$ cat config.mk
export PLATFORM = sky130hd
export DESIGN_NAME = lru_page_replacement_stack_core
export DESIGN_NICKNAME = d
export VERILOG_FILES = /design/src/hw/rtl/lrups_pkg.sv /design/src/hw/rtl/lrups_cell.sv /design/src/hw/rtl/lru_page_replacement_stack_core.sv
export SDC_FILE = /design/constraint.sdc
export NUM_CORES = 1
export LEC_CHECK = 0
export ABC_AREA = 1
export BUFFER_PORTS_ARGS = -buffer_cell sky130_fd_sc_hd__buf_4
export CAP_MARGIN = 20
export CORE_AREA = 2 2 218 220
export DETAILED_ROUTE_END_ITERATION = 6
export DIE_AREA = 0 0 220 222
export PLACE_DENSITY = 0.72
export SLEW_MARGIN = 30
export SYNTH_ARGS = -nofsm -noshare
export SYNTH_HDL_FRONTEND = slang
export SYNTH_SLANG_ARGS = --single-unit
$ cat constraint.sdc
create_clock -name clock -period 5.3 [get_ports clock]
set_input_delay 0.265 -clock clock [delete_from_list [all_inputs] [get_ports clock]]
set_output_delay 0.265 -clock clock [all_outputs]
set_load 0.1 [all_outputs]
$ cat src/hw/rtl/lrups_pkg.sv
// lrups_pkg: shared constants and types for the lru page stack
// used by lrups_cell and lru_page_replacement_stack_core; no dependencies
package lrups_pkg;

   // built depth of the stack and width of a stored page
   localparam int FRAMES    = 16;
   localparam int PAGE_BITS = 16;

   // width of the occupancy count, which must hold FRAMES itself
   localparam int CNT_W = $clog2(FRAMES + 1);

   // port field widths
   localparam int PAGE_W  = 16;
   localparam int FAULT_W = 32;
   localparam int LIM_W   = 5;

   // frames_in_use after reset
   localparam logic [LIM_W-1:0] LIM_RESET = LIM_W'(16);

   // per-cell control from the top level
   typedef struct packed {
      logic update;    // a request is being taken this cycle
      logic any_hit;   // the request page is somewhere in the stack
      logic full;      // no free frame, a miss evicts the bottom
      logic valid;     // this cell lies below the occupancy count
      logic below_top; // a valid cell that has a valid cell above it
      logic is_top;    // the most recent valid cell
      logic is_free;   // the first cell above the occupied stack
   } cell_ctrl_type;

endpackage

$ cat src/hw/rtl/lrups_cell.sv
// lrups_cell: one entry of the lru page stack with its own comparator
// depends on lrups_pkg
module lrups_cell (
   input  logic                             clock,
   input  lrups_pkg::cell_ctrl_type         ctrl,
   input  logic [lrups_pkg::PAGE_BITS-1:0]  req_page,
   input  logic [lrups_pkg::PAGE_BITS-1:0]  above_page,
   input  logic                             seen_in,
   output logic                             seen_out,
   output logic [lrups_pkg::PAGE_BITS-1:0]  page
);

   logic [lrups_pkg::PAGE_BITS-1:0] page_ff;
   logic [lrups_pkg::PAGE_BITS-1:0] page_in;
   logic                            hit_here;

   // compare against the request and pass the match on upwards
   assign hit_here = ctrl.valid && (page_ff == req_page);
   assign seen_out = seen_in || hit_here;
   assign page     = page_ff;

   // next entry: new page on top, fill a free slot, or take the one above
   always_comb begin
      page_in = page_ff;
      if (ctrl.update) begin
         if (ctrl.is_top && (ctrl.any_hit || ctrl.full)) begin
            page_in = req_page;
         end else if (ctrl.is_free && !ctrl.any_hit && !ctrl.full) begin
            page_in = req_page;
         end else if (ctrl.below_top && ((ctrl.full && !ctrl.any_hit) || seen_out)) begin
            page_in = above_page;
         end
      end
   end

   always_ff @(posedge clock) begin
      page_ff <= page_in;
   end

endmodule

$ cat src/hw/rtl/lru_page_replacement_stack_core.sv
// LRU page replacement stack: a row of lrups_cell entries, least recent at
// the bottom (cell 0), with occupancy, fault counter and result register.
// Each request carries one page number and returns one response: hit flag,
// evicted flag and page, and the saturating fault total. Every cell compares
// the request in parallel and the stack shifts by one in the same cycle, so a
// request is taken each cycle unless stalled; its response is registered in
// the result register, and a new request is taken whenever that register is
// empty or being read. frames_in_use (0 acts as 1, above 16 as 16) may be
// written only while no request is outstanding. Depends on lrups_pkg.
module lru_page_replacement_stack_core (
   input  logic        clock,
   input  logic        reset,
   // configuration
   input  logic        csr_wen,
   input  logic [4:0]  csr_wdata,  // frames_in_use
   // requests
   input  logic        req_tvalid,
   output logic        req_tready,
   input  logic [15:0] req_tdata,  // [15:0] page_number
   // responses
   output logic        rsp_tvalid,
   input  logic        rsp_tready,
   output logic [55:0] rsp_tdata   // [0] hit, [1] evicted_valid,
                                   // [17:2] evicted_page, [49:18] fault_count
);

   localparam int N = lrups_pkg::FRAMES;
   localparam int CW = lrups_pkg::CNT_W;
   localparam int PB = lrups_pkg::PAGE_BITS;
   localparam int FW = lrups_pkg::FAULT_W;

   logic [lrups_pkg::LIM_W-1:0]  frames_ff, frames_in;
   logic [CW-1:0]                occ_ff, occ_in;
   logic [FW-1:0]                fault_ff, fault_in;
   logic                         rsp_valid_ff, rsp_valid_in;
   logic                         hit_ff, hit_in;
   logic                         ev_valid_ff, ev_valid_in;
   logic [lrups_pkg::PAGE_W-1:0] ev_page_ff, ev_page_in;

   logic [CW-1:0]                lim;
   logic                         take;
   logic                         any_hit;
   logic                         full;
   logic [PB-1:0]                req_page;
   lrups_pkg::cell_ctrl_type     ctrl [N];
   logic [PB-1:0]                cell_page [N];
   logic [PB-1:0]                above [N];
   logic                         seen [N+1];

   assign req_page   = PB'(req_tdata);
   assign req_tready = !rsp_valid_ff || rsp_tready;
   assign take       = req_tvalid && req_tready;

   // clamp the configured frame count into 1..FRAMES
   always_comb begin
      if (frames_ff == '0) begin
         lim = CW'(1);
      end else if (CW'(frames_ff) > CW'(N) || 32'(frames_ff) > N) begin
         lim = CW'(N);
      end else begin
         lim = CW'(frames_ff);
      end
   end

   assign full    = (occ_ff >= lim);
   assign any_hit = seen[N];
   assign seen[0] = 1'b0;

   // per-cell position against the occupancy count
   always_comb begin
      for (int k = 0; k < N; k++) begin
         ctrl[k].update    = take;
         ctrl[k].any_hit   = any_hit;
         ctrl[k].full      = full;
         ctrl[k].valid     = CW'(k) < occ_ff;
         ctrl[k].below_top = CW'(k + 1) < occ_ff;
         ctrl[k].is_top    = CW'(k + 1) == occ_ff;
         ctrl[k].is_free   = CW'(k) == occ_ff;
      end
   end

   // the row of cells, each fed by its upper neighbour
   for (genvar g = 0; g < N; g++) begin : g_cell
      if (g == N - 1) begin : g_last
         assign above[g] = '0;
      end else begin : g_mid
         assign above[g] = cell_page[g+1];
      end
      lrups_cell u_cell (
         .clock      (clock),
         .ctrl       (ctrl[g]),
         .req_page   (req_page),
         .above_page (above[g]),
         .seen_in    (seen[g]),
         .seen_out   (seen[g+1]),
         .page       (cell_page[g])
      );
   end

   // occupancy, fault counter and result register next values
   always_comb begin
      frames_in    = frames_ff;
      occ_in       = occ_ff;
      fault_in     = fault_ff;
      rsp_valid_in = rsp_valid_ff && !rsp_tready;
      hit_in       = hit_ff;
      ev_valid_in  = ev_valid_ff;
      ev_page_in   = ev_page_ff;
      if (csr_wen) begin
         frames_in = csr_wdata;
      end
      if (take) begin
         rsp_valid_in = 1'b1;
         hit_in       = any_hit;
         ev_valid_in  = !any_hit && full;
         ev_page_in   = (!any_hit && full) ? lrups_pkg::PAGE_W'(cell_page[0]) : '0;
         if (!any_hit) begin
            if (!full) begin
               occ_in = occ_ff + CW'(1);
            end
            if (fault_ff != '1) begin
               fault_in = fault_ff + FW'(1);
            end
         end
      end
   end

   always_ff @(posedge clock) begin
      if (reset) begin
         frames_ff    <= lrups_pkg::LIM_RESET;
         occ_ff       <= '0;
         fault_ff     <= '0;
         rsp_valid_ff <= 1'b0;
      end else begin
         frames_ff    <= frames_in;
         occ_ff       <= occ_in;
         fault_ff     <= fault_in;
         rsp_valid_ff <= rsp_valid_in;
      end
   end

   // response payload
   always_ff @(posedge clock) begin
      hit_ff      <= hit_in;
      ev_valid_ff <= ev_valid_in;
      ev_page_ff  <= ev_page_in;
   end

   // fault_count is taken after the update, so it rides with fault_ff
   logic [FW-1:0] rsp_fault_ff;
   always_ff @(posedge clock) begin
      if (take) begin
         rsp_fault_ff <= fault_in;
      end
   end

   assign rsp_tvalid = rsp_valid_ff;
   assign rsp_tdata  = {6'b0, rsp_fault_ff, ev_page_ff, ev_valid_ff, hit_ff};

endmodule
==> results of run 1 <==
[logic make-up (layout without fill, tap and decap cells)]
kind of cell / count (synthesis) / in the layout / synth area share, %
AOI/OAI and AO/OA: 245 / 245 / 6.32
other: 1 / 6 / 0.0181
buffers and inverters: 407 / 532 / 8.99
adders and majority gates: 9 / 9 / 0.543
xor gates and xnor gates: 117 / 117 / 4.94
and+or+nand+nor: 1463 / 1463 / 30.7
DFF: 349 / 349 / 48.5
[power groups by stage]
stage / Clock [mW] / Combinational [mW] / Sequential [mW]
after global routing: 3.04 / 1.08 / 3.11
after CTS: 2.94 / 0.996 / 3.10
final: 2.91 / 1.02 / 3.10
after detailed placement: 0 / 0.983 / 3.16
after global placement: 0 / 0.973 / 3.16
after floorplan: 0 / 0.521 / 3.33
[routing by layer]
layer / share of wire, % / wire [um] / GRT usage [%] / vias up
met3: 10 / 6850 / 5.06 / 209
met5: 0.018 / 12 / 0 / -
li1: - / - / - / 8718
met2: 44 / 29800 / 42.2 / 1026
met1: 42 / 28500 / 38.3 / 8628
met4: 4.1 / 2770 / 11.5 / 2
[flip-flops by register name, summed over array words and instances (netlist names), 5 cells and up]
register / cells
frames_ff: 5
rsp_fault_ff: 32
ev_page_ff: 16
g_cell.u_cell.page: 256
occ_ff: 5
fault_ff: 32
[cell type report]
class                      instances  area, um2
tap                              607        759
sequential                       349      10000
clock buffer                      49       1040
fill                            4300      22800
inverter                         276       1040
clock inverter                    23        303
timing repair buffer             184       1410
multi-input combinational       1840       8850
[synth_stat cells, types with 3 or more instances]
library cell	number	area [um2]
xor2_1	89	780
buf_6	16	180
nor4_1	36	225
inv_2	3	11.3
nor3_1	49	245
clkbuf_1	10	37.5
xnor2_1	28	245
nand3b_1	17	128
clkinv_1	4	15.0
buf_2	45	225
o2111ai_1	3	26.3
a221oi_1	4	35.0
and2_1	4	25.0
buf_4	39	293
nand2_1	793	2980
nand4_1	59	369
ha_1	9	113
o21ai_0	101	505
nand3_1	179	896
inv_1	269	1010
a21oi_1	39	195
and3_1	5	31.3
edfxtp_1	306	9190
o22ai_1	29	181
nor3b_1	7	52.6
nor2_1	273	1020
nand2_2	6	37.5
buf_1	18	67.6
nand2_4	20	225
dfxtp_1	43	861
o21ai_1	60	300
[timing repair]
action                                 in CTS  in global routing
endpoints found under the hold margin       6                  0
resized for setup                           0                  0
hold buffers                               12                  0
[stage by stage]
step,util [%],hold slack (ps),cells,area (um2),total power [mW]
after floorplan,-,378,2596,20800,3.85
after CTS,50.7,4.94,3328,23400,7.04
after detailed placement,47.5,497,3244,22000,4.14
final,50.7,41.7,3328,23500,7.03
after global routing,50.7,99.7,3328,23500,7.23
after global placement,47.5,490,3244,22000,4.13
[critical path, stage by stage (launching register included)]
cell and delay [ps]:
dfxtp_1 360, nor2_4 240, nand2_2 180, nor2_1 280
nor2_1 90, nand3_1 120, nand2_1 70, nor2_1 230
nand4_1 140, nor2_1 190, nand4_1 200, nor2_2 230
nand4_4 300, nor2_4 210, buf_4 320, nand2_4 130
nand3_1 100, nand2_1 50, inv_1 480
[path summary, 6_finish.rpt]
kind                                   start                   endpoint  slack [ps]  cells past startpoint
worst max-delay path               occ_ff[3]  g_cell[14].u_cell.page[6]         980                     18
worst min-delay path                 csr_wen               frames_ff[3]          40                      3
worst max register to register     occ_ff[3]  g_cell[14].u_cell.page[6]         980                     18
worst min register to register  fault_ff[17]               fault_ff[17]         500                      2
==> out/qor.txt, run 1 <==
CTS H-tree lvls: 2
initial antenna violation count: 1
clock-pin slew on the worst setup and hold paths: 60 ps
synthesized area per cell: 8.00 um2
Setup violations, final: 0
Cell Area, Synth: 20700 um2
largest net degree at the start of global routing: 59
Yosys Warn Count: 0
Int Power: 5.02 mW
postcts setup bufs: 0
Switch Pwr: 2.01 mW
Worst EP arrival: 4520 ps
post-synthesis register bit count: 349
post-DR wirelength/cell: 20.4 um
final worst slack: 978 ps
nets@finish: 2726
clock power share: 41.4%
Final Hold Vio Count: 0
Cell Pwr Density: 300 nW/um2
achievable frequency: 0.231 GHz
Mapped Cells: 2591
Die Span Y: 222 um
Iter 0 DRT Violations: 2166
VDD IR-drop max: 0.000277 V
share of cells above drive strength 1: 10.0%
vias in the first global route: 17800
ANT cells: 0
initial cell density of the core: 44.8%
CTS tree: done
drt drc: 0
status: complete, no violations
max_cap viols: 0
Max transition margin: 38.1%
core area: 46300 um2
Routed WL: 67900 um
Max clock buf depth: 3
Die W: 220 um
Final ANT Viol Nets: 0
Pre-antenna DRT Iters: 6
Post-Route Setup TNS: 0 ps
dpl ws: 916 ps
Worst-Margin Slew: 919 ps
logic gate share of total power: 14.5%
switching portion of total power: 28.5%
Hold Crit Class: input pin to flip-flop
cell leakage power: 10.0 nW
commonest cells after routing, fill and taps aside: nand2_1, edfxtp_1, nor2_1
Cell variety after synth: 54
GRT overflow: 0
fin crit period: 4320 ps
GRT Resource Usage Total: 27.6%
CTS root buffer: clkbuf_16
PortBufs: 77
CP Launch Type: flip-flop
Seq/Total Area, Yosys: 48.5%
period utilization: 81.5%
Final Max Tran Viols: 0
Post-synth EDFFs: 306
RSZ-0062 raised after global routing: no
first-pass GRT wire length: 103000 um
Layout area overhead: 13.1%
Worst setup EP type: flip-flop
skew final: 21.4 ps
CTS sink cnt: 349
Vias/cell: 5.58
ys flop type: edfxtp_1
Sequential Power Share: 44.1%
IO Pins: 84
Required @ worst endpoint: 5500 ps
async set or reset register ratio after synthesis: 0%
row cnt: 79
via count: 18600
Clk Latency, worst-skew pair: 580 ps
DPL Wire Length: 48600 um
commonest non-fill, non-tap cell in the layout: nand2_1
crit path kind: flip-flop to flip-flop
CP max FO: 19
CTS buffer count: 40
die area: 48800 um2
Routability Congestion: 1.02
Power figures use the tool's default switching activity.
==> run 2, diff against run 1 <==
Settings changed: PLACE_DENSITY 0.72 to 0.74.
Clock period 5.3 ns to 3.7 ns, I/O delays scaled along.
==> run 2 against run 1 <==
- via count grew 0.55%
- sequential power grew 43%
- sequential share of layout area shrank 1.3 points
- wire length shrank 2.8%
- count of clock-buffer cells in the layout grew 5
- cell area grew 3.1%
- non-clock buffer count grew 36
- sequential cell count is the same
- clock skew grew 3.5 ps
- clock power grew 44%
- setup slack lost 740 ps
- hold slack lost 13 ps
- critical path type is now input pin to flip-flop
- largest cell class unchanged
==> out/qor.txt, run 2 (synthesized netlist as in run 1, its figures left out) <==
Hold Crit Class: input pin to flip-flop
Routability Congestion: 0.997
VDD IR-drop max: 0.000402 V
Setup violations, final: 0
Clk Latency, worst-skew pair: 590 ps
RSZ-0062 raised after global routing: no
Cell Pwr Density: 420 nW/um2
first-pass GRT wire length: 101000 um
clock-pin slew on the worst setup and hold paths: 60 ps
ANT cells: 0
CTS buffer count: 41
FF-to-FF End: g_cell[3].u_cell.page[14]
CTS H-tree lvls: 2
DPL Wire Length: 48400 um
Pre-antenna DRT Iters: 6
achievable frequency: 0.289 GHz
vias in the first global route: 17800
Worst setup EP type: flip-flop
cell leakage power: 10.3 nW
Worst EP arrival: 3760 ps
commonest non-fill, non-tap cell in the layout: nand2_1
period utilization: 93.4%
nets@finish: 2763
Die W: 220 um
Final ANT Viol Nets: 0
WHS Path Cells: 2
CTS sink cnt: 349
Worst-Margin Slew: 791 ps
PortBufs: 77
row cnt: 79
placed cells: 3278
fin crit period: 3460 ps
Vias/cell: 5.55
max_cap viols: 0
Final Hold Vio Count: 0
Iter 0 DRT Violations: 2243
commonest cells after routing, fill and taps aside: nand2_1, edfxtp_1, inv_1
fin cells: 3368
Layout area overhead: 16.6%
hold_ws: 28.7 ps
Worst Hold Launch: reset
status: complete, no violations
IO Pins: 84
initial cell density of the core: 44.8%
post-DR wirelength/cell: 19.6 um
core area: 46300 um2
Required @ worst endpoint: 4000 ps
r2r setup slk: 250 ps
via count: 18700
CP max FO: 16
CTS root buffer: clkbuf_16
share of cells above drive strength 1: 11.7%
initial antenna violation count: 0
Hold Path Sink: fault_ff[25]
Max transition margin: 47.3%
Worst R2R Path Depth: 16
worst reg2reg startpoint: frames_ff[0]
Final Max Tran Viols: 0
CP Launch Type: input pin
crit path kind: input pin to flip-flop
drt drc: 0
skew final: 24.9 ps
Final Power: 10.2 mW
Routed WL: 66000 um
largest net degree at the start of global routing: 59
die area: 48800 um2
Die Span Y: 222 um
Max clock buf depth: 3
Post-Route Setup TNS: 0 ps
fillers: 4322
max reg flops: 256
CTS tree: done
GRT Resource Usage Total: 26.8%
GRT overflow: 0
[run 2: final cells by class]
type	instances	area [um2]	area share, %
Multi-Input combinational cell	1840	8890	36.8
Tap cell	607	759	3.14
Inverter	276	1050	4.35
Clock inverter	22	293	1.21
Timing Repair Buffer	220	2030	8.41
Clock buffer	54	1090	4.53
Sequential cell	349	10100	41.6
[run 2: timing repair]
item                                    4_1_cts  5_1_grt
endpoints found under the setup margin        0      257
hold endpoints to repair                     10        0
resized for setup                             0       11
hold buffers                                 12        0
buffers inserted                              0        2
[run 2: through the flow]
step	instance area (um2)	setup WS, ps	util [%]
after floorplan	20800	3.39	-
after global placement	22600	158	48.8
after detailed placement	22600	107	48.8
after CTS	24100	85.3	52.1
after global routing	24200	33.1	52.3
final	24200	243	52.3
[run 2: how the worst max path moves through the flow]
stage	end	slack [ps]	cells after the start	from
floorplan	g_cell[1].u_cell.page[0]	3	15	frames_ff[0]
global placement	g_cell[13].u_cell.page[5]	160	14	req_tdata[7]
detailed placement	g_cell[4].u_cell.page[10]	110	15	occ_ff[4]
CTS	g_cell[4].u_cell.page[4]	90	15	occ_ff[4]
global route	g_cell[7].u_cell.page[15]	30	16	occ_ff[0]
finish	g_cell[3].u_cell.page[14]	240	20	req_tdata[6]
[run 2: per-layer routing]
metal | up-vias | global-route usage [%] | share of wire, %
met4 | 0 | 9.57 | 3.7
met3 | 169 | 5.43 | 10
li1 | 8808 | - | -
met1 | 8724 | 36.4 | 41
met5 | - | 0 | 0
met2 | 984 | 42.2 | 45
[run 2: worst max-delay path, stage by stage]
cell and delay [ps]:
dlygate4sd3_1 530, buf_4 210, clkinvlp_4 280, buf_4 280, nor2_1 140, nor3_1 70
nand4_1 110, nor2_1 80, nor2_1 340, inv_1 110, nor2_2 190, nand4_4 120
nor2_4 120, buf_12 160, buf_4 190, nand2_1 100, nand2_2 90, nor2_1 50
nor2_1 190, buf_12 190
[run 2: power breakdown]
part / internal [mW] / leakage, nW / switching, mW
Combinational: 0.416 / 6.46 / 1.09
Sequential: 4.39 / 3.16 / 0.0496
Clock: 2.46 / 0.657 / 1.74
Total: 7.27 / 10.3 / 2.88
==> run 3, diff against run 2 <==
Settings changed: CORE_AREA 2 2 218 220 to 2 2 230 209, DIE_AREA 0 0 220 222 to 0 0 232 211, PLACE_DENSITY 0.74 to 0.72.
Clock period 3.7 ns to 3.2 ns, I/O delays scaled along.
==> run 3 against run 2 <==
- the flow now finishes with violations (setup timing)
- non-clock buffer count rose by 173
- critical path depth fell by 3
- combinational power rose by 36%
- register-to-register slack got worse by 350 ps
- final cell count rose by 5.4%
- wire length rose by 4.5%
- setup slack got worse by 340 ps
- die area rose by 0.23%
- first-iteration DRC count fell by 9.4%
- sequential share of layout area fell by 3.4 points
- via count rose by 3.4%
- sequential cell count did not move
- largest cell class unchanged
- largest power group unchanged
==> out/qor.txt, run 3 (synthesized netlist as in run 1, its figures left out) <==
Clk Latency, worst-skew pair: 610 ps
fin cells: 3550
Layout area overhead: 27.1%
share of cells above drive strength 1: 20.0%
first-pass GRT wire length: 104000 um
Die W: 232 um
final worst slack: -98.2 ps
skew final: 35.2 ps
Final Max Tran Viols: 0
Max clock buf depth: 3
row cnt: 75
Pre-antenna DRT Iters: 6
initial antenna violation count: 0
status: finished, violations left
Max transition margin: 46.2%
VDD IR-drop max: 0.000356 V
die area: 49000 um2
worst reg2reg startpoint: frames_ff[0]
CTS buffer count: 40
Vias/cell: 5.44
CP Launch Type: flip-flop
Hold Crit Class: input pin to flip-flop
Final Hold Vio Count: 0
RSZ-0062 raised after global routing: yes
r2r setup slk: -100 ps
clock-pin slew on the worst setup and hold paths: 60 ps
crit path kind: flip-flop to flip-flop
CP max FO: 8
IO Pins: 84
Worst Hold Launch: req_tdata[14]
Worst EP arrival: 3590 ps
cell leakage power: 11.4 nW
Final Power: 11.8 mW
initial cell density of the core: 44.6%
PortBufs: 77
Worst-Margin Slew: 807 ps
CTS sink cnt: 349
post-DR wirelength/cell: 19.4 um
Setup violations, final: 107
max_cap viols: 0
Hold Path Sink: g_cell[1].u_cell.page[14]
FF-to-FF End: g_cell[9].u_cell.page[3]
core area: 46500 um2
Required @ worst endpoint: 3490 ps
drt drc: 0
GRT Resource Usage Total: 27.7%
Final ANT Viol Nets: 0
Iter 0 DRT Violations: 2032
commonest cells after routing, fill and taps aside: nand2_1, buf_4, edfxtp_1
CTS tree: done
Routed WL: 69000 um
ANT cells: 0
failing checks: setup timing
Routability Congestion: 1.01
fin crit period: 3300 ps
nets@finish: 2938
Worst setup EP type: flip-flop
vias in the first global route: 18300
dpl ws: -266 ps
CTS root buffer: clkbuf_16
Worst R2R Path Depth: 17
commonest non-fill, non-tap cell in the layout: nand2_1
via count: 19300
WHS Path Cells: 3
Die Span Y: 211 um
CTS H-tree lvls: 2
period utilization: 103%
DPL Wire Length: 50800 um
Cell Pwr Density: 446 nW/um2
GRT overflow: 0
achievable frequency: 0.303 GHz
max reg flops: 256
largest net degree at the start of global routing: 59
placed cells: 3416
run 3: cell types whose count changed in the layout (fill, tap and decap cells not counted), sizes merged:
cell         delta
inv             -1
dlygate4sd3    +10
clkbuf          +5
nand2           +3
clkinvlp        -3
bufinv          -5
clkinv          +4
bufbuf          +1
buf           +159
run 3: cell type report:
type                            instances  area [um2]
Timing Repair Buffer                  393        3690
Tap cell                              616         771
Sequential cell                       349       10100
Inverter                              276        1060
Clock inverter                         17         150
Multi-Input combinational cell       1843        9460
Fill cell                            4067       20100
Clock buffer                           56        1150
run 3: worst max-delay path by stage:
stage,cells after the start,from,endpoint
6_report,17,frames_ff[0],g_cell[9].u_cell.page[3]
5_1_grt,22,g_cell[0].u_cell.page[8],g_cell[9].u_cell.page[13]
4_1_cts,17,frames_ff[3],g_cell[9].u_cell.page[14]
3_5_place_dp,20,req_tdata[9],g_cell[12].u_cell.page[7]
3_3_place_gp,21,req_tdata[9],g_cell[12].u_cell.page[12]
2_1_floorplan,16,frames_ff[0],g_cell[5].u_cell.page[0]
run 3: what timing repair did:
action,in CTS,in global routing
endpoints found under the setup margin,343,527
pin swaps,25,35
hold endpoints to repair,40,0
hold buffers,22,0
setup buffers,18,18
resized for setup,66,115
cloned,3,5
run 3: per-stage QoR:
| step | cell area, um2 | utilization (%) | setup TNS, ps | hold WS [ps] |
|---|---|---|---|---|
| floorplan | 20900 | - | 0 | 273 |
| global placement | 23700 | 51.1 | -49490 | 381 |
| detailed placement | 23700 | 51.1 | -72470 | 389 |
| CTS | 25800 | 55.5 | -271 | 2.97 |
| global route | 26300 | 56.7 | -32410 | 51.3 |
| finish | 26300 | 56.7 | -4020 | 35.3 |
run 3: per-layer routing:
layer,track usage [%],routed length [um],vias to the layer above
met3,3.91,6140,152
met5,0,0,-
met4,9.26,2220,0
li1,-,-,9161
met2,43.3,30700,958
met1,39.5,30000,9057
run 3: worst max-delay path: stages, from the launching register on:
cell and delay [ps]:
dfxtp_2 320, or4_4 560, nand2_4 90, nand2_4 70, ha_4 240, a21o_1 160, a221oi_2 250, and3_4 280
inv_4 50, nor2_4 110, buf_12 130, buf_8 90, buf_12 110, nand2_4 50, nand2_4 90, nor2_4 40
nor2_4 180, clkbuf_16 190
run 3: power by group:
part	switching [mW]	total [mW]	internal, mW
sequential	0.0573	5.13	5.07
clock	2.02	4.57	2.55
combinational	1.36	2.05	0.698
total	3.44	11.8	8.32
